--- src/hdl/fls_pkg.sv ---
`timescale 1ns / 1ps
// ----------------------------------------------------------------------------
// fls_pkg
// Widths and defaults shared by the float literal scanner and its channels.
// ----------------------------------------------------------------------------
package fls_pkg;

	localparam int CHAR_W            = 8;
	localparam int LEN_W             = 7;
	localparam int VALUE_WIDTH       = 32;
	localparam int FRAC_W            = VALUE_WIDTH - 1;
	localparam int MAX_TOKEN_LEN_DEF = 64;

endpackage

--- src/hdl/fls_if.sv ---
`timescale 1ns / 1ps
// ----------------------------------------------------------------------------
// fls_if
// Valid/ready channels of the float literal scanner: characters in, results out.
// ----------------------------------------------------------------------------
interface fls_char_if import fls_pkg::*; ();

	logic              valid;
	logic              ready;
	logic [CHAR_W-1:0] char_code;
	logic              is_last;

	modport source(output valid, output char_code, output is_last, input ready);
	modport sink(input valid, input char_code, input is_last, output ready);

endinterface

interface fls_res_if import fls_pkg::*; ();

	logic                          valid;
	logic                          ready;
	logic                          valid_res;
	logic [LEN_W-1:0]              base_length;
	logic [LEN_W-1:0]              fraction_start;
	logic [LEN_W-1:0]              fraction_length;
	logic [LEN_W-1:0]              exponent_start;
	logic [LEN_W-1:0]              exponent_length;
	logic signed [VALUE_WIDTH-1:0] base_value;
	logic [FRAC_W-1:0]             fraction_value;
	logic signed [VALUE_WIDTH-1:0] exponent_value;
	logic                          overflow;

	modport source(output valid, output valid_res, output base_length,
		output fraction_start, output fraction_length, output exponent_start,
		output exponent_length, output base_value, output fraction_value,
		output exponent_value, output overflow, input ready);
	modport sink(input valid, input valid_res, input base_length,
		input fraction_start, input fraction_length, input exponent_start,
		input exponent_length, input base_value, input fraction_value,
		input exponent_value, input overflow, output ready);

endinterface

--- src/hdl/float_literal_scanner.sv ---
// A token's last character is held in the input register, then its result in the result register.
// Throughput: one character per cycle while no last character is held back; each
// character passes the combinational scan logic behind the input register.
// A last character waits in the input register only while a result is not taken.
// Reset (arst_n low, asynchronous) clears both stage valids and all scan state.
`timescale 1ns / 1ps
// ----------------------------------------------------------------------------
// float_literal_scanner
// Checks a token, one character a beat, against the decimal float form and
// reports part positions/lengths and the base, fraction and exponent values.
// ----------------------------------------------------------------------------
module float_literal_scanner import fls_pkg::*; #(
	parameter int MAX_TOKEN_LEN = MAX_TOKEN_LEN_DEF
) (
	input logic        clk,
	input logic        arst_n,
	fls_char_if.sink   chars,
	fls_res_if.source  result
);

	localparam int PW = $clog2(MAX_TOKEN_LEN + 1);
	localparam int MW = FRAC_W;
	localparam int XW = MW + 4;
	localparam logic [MW-1:0] MAG_LIMIT = '1;

	localparam logic [CHAR_W-1:0] CH_0     = 8'h30;
	localparam logic [CHAR_W-1:0] CH_9     = 8'h39;
	localparam logic [CHAR_W-1:0] CH_PLUS  = 8'h2B;
	localparam logic [CHAR_W-1:0] CH_MINUS = 8'h2D;
	localparam logic [CHAR_W-1:0] CH_DOT   = 8'h2E;
	localparam logic [CHAR_W-1:0] CH_E_LO  = 8'h65;
	localparam logic [CHAR_W-1:0] CH_E_UP  = 8'h45;

	localparam logic [1:0] PART_BASE = 2'd0;
	localparam logic [1:0] PART_FRAC = 2'd1;
	localparam logic [1:0] PART_EXP  = 2'd2;

	// input stage
	logic              valid_s1;
	logic [CHAR_W-1:0] char_s1;
	logic              last_s1;
	logic              advance;
	logic              fire_s1;

	// scan state
	logic [PW-1:0] pos_q, base_len_q, frac_len_q, dot_pos_q, marker_pos_q;
	logic [1:0]    part_q;
	logic          seen_dot_q, seen_marker_q, rejected_q;
	logic [MW-1:0] base_acc_q, frac_acc_q, exp_acc_q;
	logic          base_neg_q, exp_neg_q, ovf_q, base_signed_q, exp_signed_q;

	logic [PW-1:0] pos_n, base_len_n, frac_len_n, dot_pos_n, marker_pos_n;
	logic [1:0]    part_n;
	logic          seen_dot_n, seen_marker_n, rejected_n;
	logic [MW-1:0] base_acc_n, frac_acc_n, exp_acc_n;
	logic          base_neg_n, exp_neg_n, ovf_n, base_signed_n, exp_signed_n;

	// digit path, shared by the three accumulators
	logic          is_digit, is_sign, is_marker, in_range;
	logic [3:0]    digit;
	logic [MW-1:0] acc_sel, acc_push;
	logic [XW-1:0] acc_wide;
	logic          acc_ovf;

	// final checks
	logic [PW-1:0] blen, flen, elen;
	logic          ok;

	// result register
	logic                          valid_s2;
	logic                          valid_res_s2;
	logic [LEN_W-1:0]              base_length_s2, fraction_start_s2, fraction_length_s2;
	logic [LEN_W-1:0]              exponent_start_s2, exponent_length_s2;
	logic signed [VALUE_WIDTH-1:0] base_value_s2, exponent_value_s2;
	logic [FRAC_W-1:0]             fraction_value_s2;
	logic                          overflow_s2;

	// a non-last character never needs the result register
	assign advance     = !last_s1 || !valid_s2 || result.ready;
	assign fire_s1     = valid_s1 && advance;
	assign chars.ready = !valid_s1 || advance;

	always_ff @(posedge clk or negedge arst_n) begin
		if (!arst_n) begin
			valid_s1 <= 1'b0;
		end else if (chars.ready) begin
			valid_s1 <= chars.valid;
		end
	end

	always_ff @(posedge clk) begin
		if (chars.valid && chars.ready) begin
			char_s1 <= chars.char_code;
			last_s1 <= chars.is_last;
		end
	end

	assign is_digit  = (char_s1 >= CH_0) && (char_s1 <= CH_9);
	assign digit     = 4'(char_s1 - CH_0);
	assign is_sign   = (char_s1 == CH_PLUS) || (char_s1 == CH_MINUS);
	assign is_marker = (char_s1 == CH_E_LO) || (char_s1 == CH_E_UP);
	assign in_range  = pos_q < PW'(MAX_TOKEN_LEN);

	assign acc_sel = (part_q == PART_BASE) ? base_acc_q :
		(part_q == PART_FRAC) ? frac_acc_q : exp_acc_q;
	// acc*10 + d > limit is the same test as acc > (limit - d) / 10
	assign acc_wide = (XW'(acc_sel) << 3) + (XW'(acc_sel) << 1) + XW'(digit);
	assign acc_ovf  = acc_wide > XW'(MAG_LIMIT);
	assign acc_push = acc_ovf ? MAG_LIMIT : acc_wide[MW-1:0];

	always_comb begin
		pos_n         = pos_q;
		part_n        = part_q;
		seen_dot_n    = seen_dot_q;
		seen_marker_n = seen_marker_q;
		rejected_n    = rejected_q;
		base_len_n    = base_len_q;
		frac_len_n    = frac_len_q;
		dot_pos_n     = dot_pos_q;
		marker_pos_n  = marker_pos_q;
		base_acc_n    = base_acc_q;
		frac_acc_n    = frac_acc_q;
		exp_acc_n     = exp_acc_q;
		base_neg_n    = base_neg_q;
		exp_neg_n     = exp_neg_q;
		ovf_n         = ovf_q;
		base_signed_n = base_signed_q;
		exp_signed_n  = exp_signed_q;

		if (!in_range) begin
			rejected_n = 1'b1;
		end else begin
			pos_n = pos_q + PW'(1);
			if (!rejected_q) begin
				priority if (is_digit) begin
					ovf_n = ovf_q || acc_ovf;
					if (part_q == PART_BASE) begin
						base_acc_n = acc_push;
					end else if (part_q == PART_FRAC) begin
						frac_acc_n = acc_push;
					end else begin
						exp_acc_n = acc_push;
					end
				end else if (pos_q == '0 && is_sign) begin
					base_signed_n = 1'b1;
					base_neg_n    = (char_s1 == CH_MINUS);
				end else if (is_marker && !seen_marker_q) begin
					if (part_q == PART_BASE) begin
						base_len_n = pos_q;
					end else begin
						frac_len_n = pos_q - (dot_pos_q + PW'(1));
					end
					seen_marker_n = 1'b1;
					marker_pos_n  = pos_q;
					part_n        = PART_EXP;
				end else if (char_s1 == CH_DOT && !seen_dot_q && !seen_marker_q) begin
					base_len_n = pos_q;
					seen_dot_n = 1'b1;
					dot_pos_n  = pos_q;
					part_n     = PART_FRAC;
				end else if (seen_marker_q && pos_q == marker_pos_q + PW'(1) && is_sign) begin
					exp_signed_n = 1'b1;
					exp_neg_n    = (char_s1 == CH_MINUS);
				end else begin
					rejected_n = 1'b1;
				end
			end
		end
	end

	// close the open part and check the token as it stands after this character
	always_comb begin
		blen = base_len_n;
		flen = frac_len_n;
		elen = '0;
		if (part_n == PART_BASE) begin
			blen = pos_n;
		end else if (part_n == PART_FRAC) begin
			flen = pos_n - (dot_pos_n + PW'(1));
		end else begin
			elen = pos_n - (marker_pos_n + PW'(1));
		end

		ok = !rejected_n;
		if (blen == PW'(1) && base_signed_n) begin
			ok = 1'b0;
		end
		if (blen == '0 && flen == '0) begin
			ok = 1'b0;
		end
		if (seen_marker_n && (elen == '0 || (elen == PW'(1) && exp_signed_n))) begin
			ok = 1'b0;
		end
	end

	always_ff @(posedge clk or negedge arst_n) begin
		if (!arst_n) begin
			pos_q         <= '0;
			part_q        <= PART_BASE;
			seen_dot_q    <= 1'b0;
			seen_marker_q <= 1'b0;
			rejected_q    <= 1'b0;
			base_len_q    <= '0;
			frac_len_q    <= '0;
			dot_pos_q     <= '0;
			marker_pos_q  <= '0;
			base_acc_q    <= '0;
			frac_acc_q    <= '0;
			exp_acc_q     <= '0;
			base_neg_q    <= 1'b0;
			exp_neg_q     <= 1'b0;
			ovf_q         <= 1'b0;
			base_signed_q <= 1'b0;
			exp_signed_q  <= 1'b0;
		end else if (fire_s1) begin
			if (last_s1) begin
				pos_q         <= '0;
				part_q        <= PART_BASE;
				seen_dot_q    <= 1'b0;
				seen_marker_q <= 1'b0;
				rejected_q    <= 1'b0;
				base_len_q    <= '0;
				frac_len_q    <= '0;
				dot_pos_q     <= '0;
				marker_pos_q  <= '0;
				base_acc_q    <= '0;
				frac_acc_q    <= '0;
				exp_acc_q     <= '0;
				base_neg_q    <= 1'b0;
				exp_neg_q     <= 1'b0;
				ovf_q         <= 1'b0;
				base_signed_q <= 1'b0;
				exp_signed_q  <= 1'b0;
			end else begin
				pos_q         <= pos_n;
				part_q        <= part_n;
				seen_dot_q    <= seen_dot_n;
				seen_marker_q <= seen_marker_n;
				rejected_q    <= rejected_n;
				base_len_q    <= base_len_n;
				frac_len_q    <= frac_len_n;
				dot_pos_q     <= dot_pos_n;
				marker_pos_q  <= marker_pos_n;
				base_acc_q    <= base_acc_n;
				frac_acc_q    <= frac_acc_n;
				exp_acc_q     <= exp_acc_n;
				base_neg_q    <= base_neg_n;
				exp_neg_q     <= exp_neg_n;
				ovf_q         <= ovf_n;
				base_signed_q <= base_signed_n;
				exp_signed_q  <= exp_signed_n;
			end
		end
	end

	always_ff @(posedge clk or negedge arst_n) begin
		if (!arst_n) begin
			valid_s2 <= 1'b0;
		end else if (fire_s1 && last_s1) begin
			valid_s2 <= 1'b1;
		end else if (result.ready) begin
			valid_s2 <= 1'b0;
		end
	end

	// a rejected token reports all fields as zero
	always_ff @(posedge clk) begin
		if (fire_s1 && last_s1) begin
			valid_res_s2       <= ok;
			base_length_s2     <= ok ? LEN_W'(blen) : '0;
			fraction_start_s2  <= (ok && seen_dot_n) ? LEN_W'(dot_pos_n + PW'(1)) : '0;
			fraction_length_s2 <= ok ? LEN_W'(flen) : '0;
			exponent_start_s2  <= (ok && seen_marker_n) ?
				LEN_W'(marker_pos_n + PW'(1)) : '0;
			exponent_length_s2 <= ok ? LEN_W'(elen) : '0;
			base_value_s2      <= !ok ? '0 :
				base_neg_n ? -$signed({1'b0, base_acc_n}) : $signed({1'b0, base_acc_n});
			fraction_value_s2  <= ok ? frac_acc_n : '0;
			exponent_value_s2  <= !ok ? '0 :
				exp_neg_n ? -$signed({1'b0, exp_acc_n}) : $signed({1'b0, exp_acc_n});
			overflow_s2        <= ok && ovf_n;
		end
	end

	assign result.valid           = valid_s2;
	assign result.valid_res       = valid_res_s2;
	assign result.base_length     = base_length_s2;
	assign result.fraction_start  = fraction_start_s2;
	assign result.fraction_length = fraction_length_s2;
	assign result.exponent_start  = exponent_start_s2;
	assign result.exponent_length = exponent_length_s2;
	assign result.base_value      = base_value_s2;
	assign result.fraction_value  = fraction_value_s2;
	assign result.exponent_value  = exponent_value_s2;
	assign result.overflow        = overflow_s2;

endmodule
--- src/flat_wrapper.sv ---
// flat-port wrapper written by rule: the top's interface ports become plain ports
module float_literal_scanner_flat import fls_pkg::*;
#(
	parameter int MAX_TOKEN_LEN = MAX_TOKEN_LEN_DEF
)
  (clk, arst_n, chars_valid, chars_char_code, chars_is_last, chars_ready, result_valid, result_valid_res, result_base_length, result_fraction_start, result_fraction_length, result_exponent_start, result_exponent_length, result_base_value, result_fraction_value, result_exponent_value, result_overflow, result_ready);
  fls_char_if chars_i ();
  fls_res_if result_i ();
  input logic clk;
  input logic arst_n;
  input wire logic [$bits(chars_i.valid)-1:0] chars_valid;
  input wire logic [$bits(chars_i.char_code)-1:0] chars_char_code;
  input wire logic [$bits(chars_i.is_last)-1:0] chars_is_last;
  output wire logic [$bits(chars_i.ready)-1:0] chars_ready;
  output wire logic [$bits(result_i.valid)-1:0] result_valid;
  output wire logic [$bits(result_i.valid_res)-1:0] result_valid_res;
  output wire logic [$bits(result_i.base_length)-1:0] result_base_length;
  output wire logic [$bits(result_i.fraction_start)-1:0] result_fraction_start;
  output wire logic [$bits(result_i.fraction_length)-1:0] result_fraction_length;
  output wire logic [$bits(result_i.exponent_start)-1:0] result_exponent_start;
  output wire logic [$bits(result_i.exponent_length)-1:0] result_exponent_length;
  output wire logic [$bits(result_i.base_value)-1:0] result_base_value;
  output wire logic [$bits(result_i.fraction_value)-1:0] result_fraction_value;
  output wire logic [$bits(result_i.exponent_value)-1:0] result_exponent_value;
  output wire logic [$bits(result_i.overflow)-1:0] result_overflow;
  input wire logic [$bits(result_i.ready)-1:0] result_ready;
  assign chars_i.valid = chars_valid;
  assign chars_i.char_code = chars_char_code;
  assign chars_i.is_last = chars_is_last;
  assign chars_ready = chars_i.ready;
  assign result_valid = result_i.valid;
  assign result_valid_res = result_i.valid_res;
  assign result_base_length = result_i.base_length;
  assign result_fraction_start = result_i.fraction_start;
  assign result_fraction_length = result_i.fraction_length;
  assign result_exponent_start = result_i.exponent_start;
  assign result_exponent_length = result_i.exponent_length;
  assign result_base_value = result_i.base_value;
  assign result_fraction_value = result_i.fraction_value;
  assign result_exponent_value = result_i.exponent_value;
  assign result_overflow = result_i.overflow;
  assign result_i.ready = result_ready;
  float_literal_scanner #(.MAX_TOKEN_LEN(MAX_TOKEN_LEN)) u_core (.clk(clk), .arst_n(arst_n), .chars(chars_i), .result(result_i));
endmodule
--- config.mk ---
export PLATFORM = sky130hd
export DESIGN_NAME = float_literal_scanner_flat
export DESIGN_NICKNAME = d
export VERILOG_FILES = /design/src/hdl/fls_pkg.sv /design/src/hdl/fls_if.sv /design/src/hdl/float_literal_scanner.sv /design/src/flat_wrapper.sv
export SDC_FILE = /design/constraint.sdc
export NUM_CORES = 1
export LEC_CHECK = 0
export ABC_AREA = 1
export BUFFER_PORTS_ARGS = -buffer_cell sky130_fd_sc_hd__buf_2
export CAP_MARGIN = 10
export CORE_MARGIN = 4
export CORE_UTILIZATION = 50
export DETAILED_ROUTE_END_ITERATION = 12
export GPL_TIMING_DRIVEN = 0
export PLACE_DENSITY = 0.68
export SYNTH_ARGS = -nofsm -noshare
export SYNTH_HDL_FRONTEND = slang
export SYNTH_SLANG_ARGS = --single-unit
--- constraint.sdc ---
create_clock -name clk -period 9.2 [get_ports clk]
set_input_delay 2.76 -clock clk [delete_from_list [all_inputs] [get_ports clk]]
set_output_delay 2.76 -clock clk [all_outputs]
set_load 0.02 [all_outputs]
==> impl_metrics.toml, run 1 <==
[sta]
clock.fmax_mhz = 160.0
setup_viol_count_final = 0
tns_ns = 0
hold_violations = 0
post-route-min-period_ns = 6.252
final-max-slew-violation-count = 0
slew_headroom_pct = 23.57
worst_pin_slew_ns = 1.134
fin_crit_sh_pct = 67.95
setup_ws_ns = 2.948
rsz0062_at_grt = "false"
fin_skew_ns = 0.01847

[critical_path]
crit_top_cell = "nand2_1"
critPathCaptureType = "register"
path_max_fanout = 10
cp_slowest_cell = "a221oi_1"
cp-start-kind = "register"
crit_family = "simple AND/OR/NAND/NOR gates"
cp_num_buf_inv = 9
r2r_start = "u_core.part_q[1]"
max_stage_delay_ns = 0.54
rr_endpoint = "u_core.result.base_value[14]"
critical_path_required_ns = 9.53
r2r_setup_slack_ns = 2.95
crit_arrival_ns = 6.58
path_class = "reg2reg"
reg2reg_depth = 31

[global_route]
grt_pass1_wl_microns = 92370
gr-usage-all-layers_pct = 28.66
grt_max_degree = 109
gr-total-overflow = 0
grt_pass1_vias = 15880
antenna_found_initial = 0

[synthesis]
synth_edf_count = 141
postSynthCellCount = 2362
yosysTopAreaCell = "edfxtp_1"
syn-mean-instance-area_sq_um = 7.989
synth_seq_cells = 281
synth_top_area_share_pct = 22.44
synth.distinct_cells = 61
syn_area_sq_um = 18870
syn_nets = 2466
yosys_warnings = 0
synth_top_flop_cell = "edfxtp_1"
ys_seq_area_share_pct = 41.01
synthArstFlopShare_pct = 49.82
synth.area.top_cells = "edfxtp_1 22%, dfrtp_1 19%, nand2_1 10%"

[clock_tree]
insertion_delay_ns = 0.55
cts_root_buf = "clkbuf_16"
numCtsBuffers = 34
post-cts-setup-buffers = 0
clock_path_buffers = 3
cts_sinks = 281
htree_num_levels = 2
cts_tree = "yes"
cts_hold_buf = 0
cts.clk_slew.worst_paths_ns = 0.06
ctsResizeCount = 0

[place]
gp_congestion = 0.9936
place_hpwl_microns = 47570
place_inst = 3014
io_buffers = 146
place_ws_ns = 3.016

[power_and_ir_drop]
total_leakage_power_nw = 10.47
ir_drop_uv = 126.3
p_total_mw = 3.446
cellPowerDensity_nw_per_um2 = 160.6

[layout]
mostFrequentLayoutCells = "512 x nand2_1, 307 x nor2_1, 295 x inv_1"
layout.cells.most_common = "nand2_1"
final_util_pct = 58.04
drive_above_1_share_pct = 16.57
nets = 2650
fin_cells = 3075
synthToLayoutAreaGrowth_pct = 13.68
insertedDiodeCount = 0

[route]
avgViaCountPerCell = 5.607
drc = 0
num_vias = 17240
wl_per_cell_microns = 19.50
drtIter0Drc = 1765
antenna_left = 0
wirelength_microns = 59950
dr.pass1.iters = 5

[outcome]
status = "finished, final reports clean"

[hold_path]
hold_class = "reg2reg"
worstHoldEndpoint = "u_core.frac_len_q[5]"
worstHoldStart = "u_core.frac_len_q[5]"
min_path_cells = 2

[flow_run]
maxCapViolations = 0

[floorplanning]
io_pins = 147
die_area_sq_um = 40910
die_y_microns = 202.3
initial_core_util_pct = 51.05
die_w_microns = 202.3
core_sq_um = 36960
rows = 70
state kept, by name (all words and copies together), names as in the netlist, 8 cells and up:
signal / flops
u_core.base_acc_q: 31
u_core.char_s1: 8
u_core.exp_acc_q: 31
u_core.frac_acc_q: 31
u_core.result.base_value: 32
u_core.result.exponent_value: 32
u_core.result.fraction_value: 31
cells by family (layout without fill, tap and decap cells):
kind of cell | after synthesis | count (layout) | synth area share [%]
AOI/OAI and AO/OA | 420 | 420 | 14.48
adders and majority gates | 91 | 91 | 6.233
xor gates and xnor gates | 55 | 55 | 2.553
muxes | 1 | 1 | 0.07292
and+or+nand+nor | 1101 | 1101 | 26.52
DFF | 281 | 281 | 41.01
buffers and inverters | 413 | 622 | 9.137
metal layers:
| layer | global-route usage (%) | wire (microns) | vias to the layer above |
|---|---|---|---|
| met1 | 44.26 | 27540 | 8062 |
| met5 | 0 | 0 | - |
| li1 | - | - | 8228 |
| met4 | 8.317 | 1765 | 0 |
| met2 | 41.34 | 24630 | 841 |
| met3 | 4.861 | 6018 | 109 |
power breakdown:
group	internal, mW	leakage [nW]	switching [mW]
sequential	1.36	3.31	0.0237
clock	0.845	0.570	0.563
combinational	0.194	6.59	0.458
total	2.40	10.5	1.04
worst min-delay path, stage by stage, from the launching register on:
cell     delay (ns)
dfrtp_1        0.33
nand2_1        0.05
o21ai_0        0.07
per-stage QoR:
step | cell area (sq um) | hold slack, ns
2_1_floorplan | 18870 | 0.4479
3_3_place_gp | 20230 | 0.4654
3_5_place_dp | 20300 | 0.4734
4_1_cts | 21450 | 0.4891
5_1_grt | 21450 | 0.5288
6_report | 21450 | 0.4913
worst max-delay path by stage:
stage                                  endpoint  cells past startpoint  slack, ns        startpoint
2_1_floorplan      u_core.result.base_length[0]                      6       3.01      result_ready
3_3_place_gp   u_core.result.fraction_value[21]                      7       1.72      result_ready
3_5_place_dp       u_core.result.base_value[28]                     32       3.02  u_core.part_q[1]
4_1_cts            u_core.result.base_value[28]                     32       3.00  u_core.part_q[1]
5_1_grt            u_core.result.base_value[12]                     34       2.47  u_core.part_q[1]
6_report           u_core.result.base_value[14]                     31       2.95  u_core.part_q[1]
cell usage after synthesis, types with 3 or more instances:
cell and n:
nand2_1 512, nor2_1 307, inv_1 296, edfxtp_1 141
dfrtp_1 140, o22ai_1 117, a21oi_1 99, ha_1 86
nand3_1 80, o21ai_0 78, clkbuf_1 50, nor3_1 47
xor2_1 33, nand2_2 29, nand4_1 27, inv_2 25
nor2_2 25, o221ai_1 24, xnor2_1 22, o21ai_1 21
nand3_2 18, a21oi_2 16, buf_2 15, o21ai_2 15
a21oi_4 12, buf_4 11, nand3_4 11, o21a_1 10
o21bai_1 10, nand2_4 7, nand3b_1 7, and2_1 6
buf_6 6, a211oi_1 5, fa_1 5, nor2_4 5
or2_2 5, buf_12 4, clkinv_1 4, nor3b_1 3
o21bai_4 3
cell type report:
class,instances,area [sq um]
Buffer,86,493.0
Clock buffer,41,939.7
Clock inverter,20,214.0
Fill cell,3515,15510
Inverter,327,1236
Multi-Input combinational cell,1668,9408
Sequential cell,281,7737
Tap cell,504,630.6
Timing Repair Buffer,148,792.0
Note: power is estimated with default switching activity, not from simulation.
==> run 2, diff against run 1 <==
PLACE_DENSITY = 0.71   (was 0.68)
clock period = 5.7 ns   (was 9.2 ns; I/O delays follow)
==> run 2 against run 1 <==
Critical path depth unchanged. Cell count rose by 0.26%. Via count rose by 0.25%. Worst hold slack lost 0.0048 ns. Clock-buffer cell count grew 4. First-iteration DRC count grew 0.79%. Sequential share of layout area shrank 0.39 points. Global-route usage is 0.23 points higher. Maximum frequency increased by 15%. Final area up 1.1%.
==> impl_metrics.toml, run 2 (same netlist as run 1, synthesis figures left out) <==
[global_route]
grtUsageMet3_pct = 6.225
grt_pass1_wl_microns = 93020
gr-total-overflow = 0
gr-usage-all-layers_pct = 28.89
busiest_layer = "met1"
grt_max_degree = 109
use_met1_pct = 44.43
use_met2_pct = 41.15
antenna_found_initial = 0
grt_pass1_vias = 16000

[critical_path]
reg2reg_depth = 31
rr_endpoint = "u_core.result.base_value[28]"
critical_path_required_ns = 5.99
path_max_fanout = 10
path_class = "reg2reg"
r2r_setup_slack_ns = 0.26
critPathCaptureType = "register"
endpoint = "u_core.result.base_value[28]"
r2r_start = "u_core.part_q[0]"
crit_arrival_ns = 5.72
cp_slowest_cell = "fa_1"
max_stage_delay_ns = 0.49
cp-start-kind = "register"
cp-startpoint = "u_core.part_q[0]"

[route]
drtIter0Drc = 1779
dr.pass1.iters = 6
avgViaCountPerCell = 5.606
num_vias = 17280
antenna_left = 0
wirelength_microns = 60160
wl_per_cell_microns = 19.51
drc = 0

[place]
place_inst = 3014
gp_congestion = 0.9639
io_buffers = 146
place_hpwl_microns = 47450

[floorplanning]
core_sq_um = 36960
initial_core_util_pct = 51.05
io_pins = 147
die_w_microns = 202.3
rows = 70
die_area_sq_um = 40910
die_y_microns = 202.3

[layout]
drive_above_1_share_pct = 17.68
mostFrequentLayoutCells = "510 x nand2_1, 306 x nor2_1, 293 x inv_1"
nets = 2658
fin_cells = 3083
insertedDiodeCount = 0
fillers = 3402
synthToLayoutAreaGrowth_pct = 14.95
final_util_pct = 58.68
layout.cells.most_common = "nand2_1"

[power_and_ir_drop]
cellPowerDensity_nw_per_um2 = 260.7
ir_drop_uv = 171.9
total_leakage_power_nw = 10.58

[sta]
rsz0062_at_grt = "true"
fin_crit_sh_pct = 95.36
fin_skew_ns = 0.01610
post-route-min-period_ns = 5.435
clock.fmax_mhz = 184.0
slew_headroom_pct = 38.59
hold_violations = 0
setup_viol_count_final = 0
tns_ns = 0
worst_pin_slew_ns = 0.9115
final-max-slew-violation-count = 0

[clock_tree]
clock_path_buffers = 3
htree_num_levels = 2
cts.clk_slew.worst_paths_ns = 0.06
cts_hold_buf = 0
cts_tree = "yes"
insertion_delay_ns = 0.55
cts_sinks = 281
cts_root_buf = "clkbuf_16"
numCtsBuffers = 34

[hold_path]
min_path_cells = 2
hold_class = "reg2reg"

[outcome]
status = "finished, final reports clean"

[flow_run]
maxCapViolations = 0
run 2: metrics by stage:
stage	power [mW]	setup WS [ns]	cell area [sq um]	hold WS, ns
finish	5.654	0.2645	21690	0.4866
global route	5.864	-0.07917	21690	0.5215
CTS	5.641	0.007730	21540	0.4892
detailed placement	3.299	-0.5052	20300	0.4734
global placement	3.292	-0.7396	20230	0.4639
floorplan	2.978	0.5584	18870	0.4479
run 2: critical path: cells and delay by family, from the launching register on:
family	cells	cell delay [ns]
AOI/OAI and AO/OA	3	0.69
adders and majority gates	3	1.15
buffers and inverters	9	0.96
DFF	1	0.41
and+or+nand+nor	16	1.94
run 2: routing by layer:
| layer | up-vias | share of wire [%] |
|---|---|---|
| met5 | - | 0 |
| met4 | 0 | 2.5 |
| met3 | 98 | 11 |
| met2 | 883 | 41 |
| met1 | 8079 | 45 |
| li1 | 8223 | - |
run 2: worst min-delay path by stage:
stage,start,to,slack [ns]
3_3_place_gp,u_core.frac_len_q[1],u_core.frac_len_q[1],0.46
5_1_grt,u_core.frac_len_q[5],u_core.frac_len_q[5],0.52
2_1_floorplan,u_core.base_neg_q,u_core.base_neg_q,0.45
4_1_cts,u_core.frac_len_q[1],u_core.frac_len_q[1],0.49
3_5_place_dp,u_core.frac_len_q[1],u_core.frac_len_q[1],0.47
6_report,u_core.frac_len_q[1],u_core.frac_len_q[1],0.49
run 2: cell type report:
class	count	area [sq um]	area share, %
sequential	281	7739	35.68
timing repair buffer	158	867.1	3.998
clock buffer	45	985.9	4.546
multi-input combinational	1668	9502	43.81
tap	504	630.6	2.907
buffer	84	498.0	2.296
inverter	327	1244	5.734
clock inverter	16	224.0	1.033
run 2: power by group:
part           leakage (nW)  internal, mW  switching, mW
registers              3.31          2.20         0.0399
clock network         0.597          1.45          0.893
logic                  6.67         0.322          0.746
total                  10.6          3.98           1.68
run 2: what timing repair did:
item / in CTS / in global routing
pin swaps: 0 / 5
setup endpoints to repair: 52 / 130
resized for setup: 9 / 31
setup buffers: 0 / 10
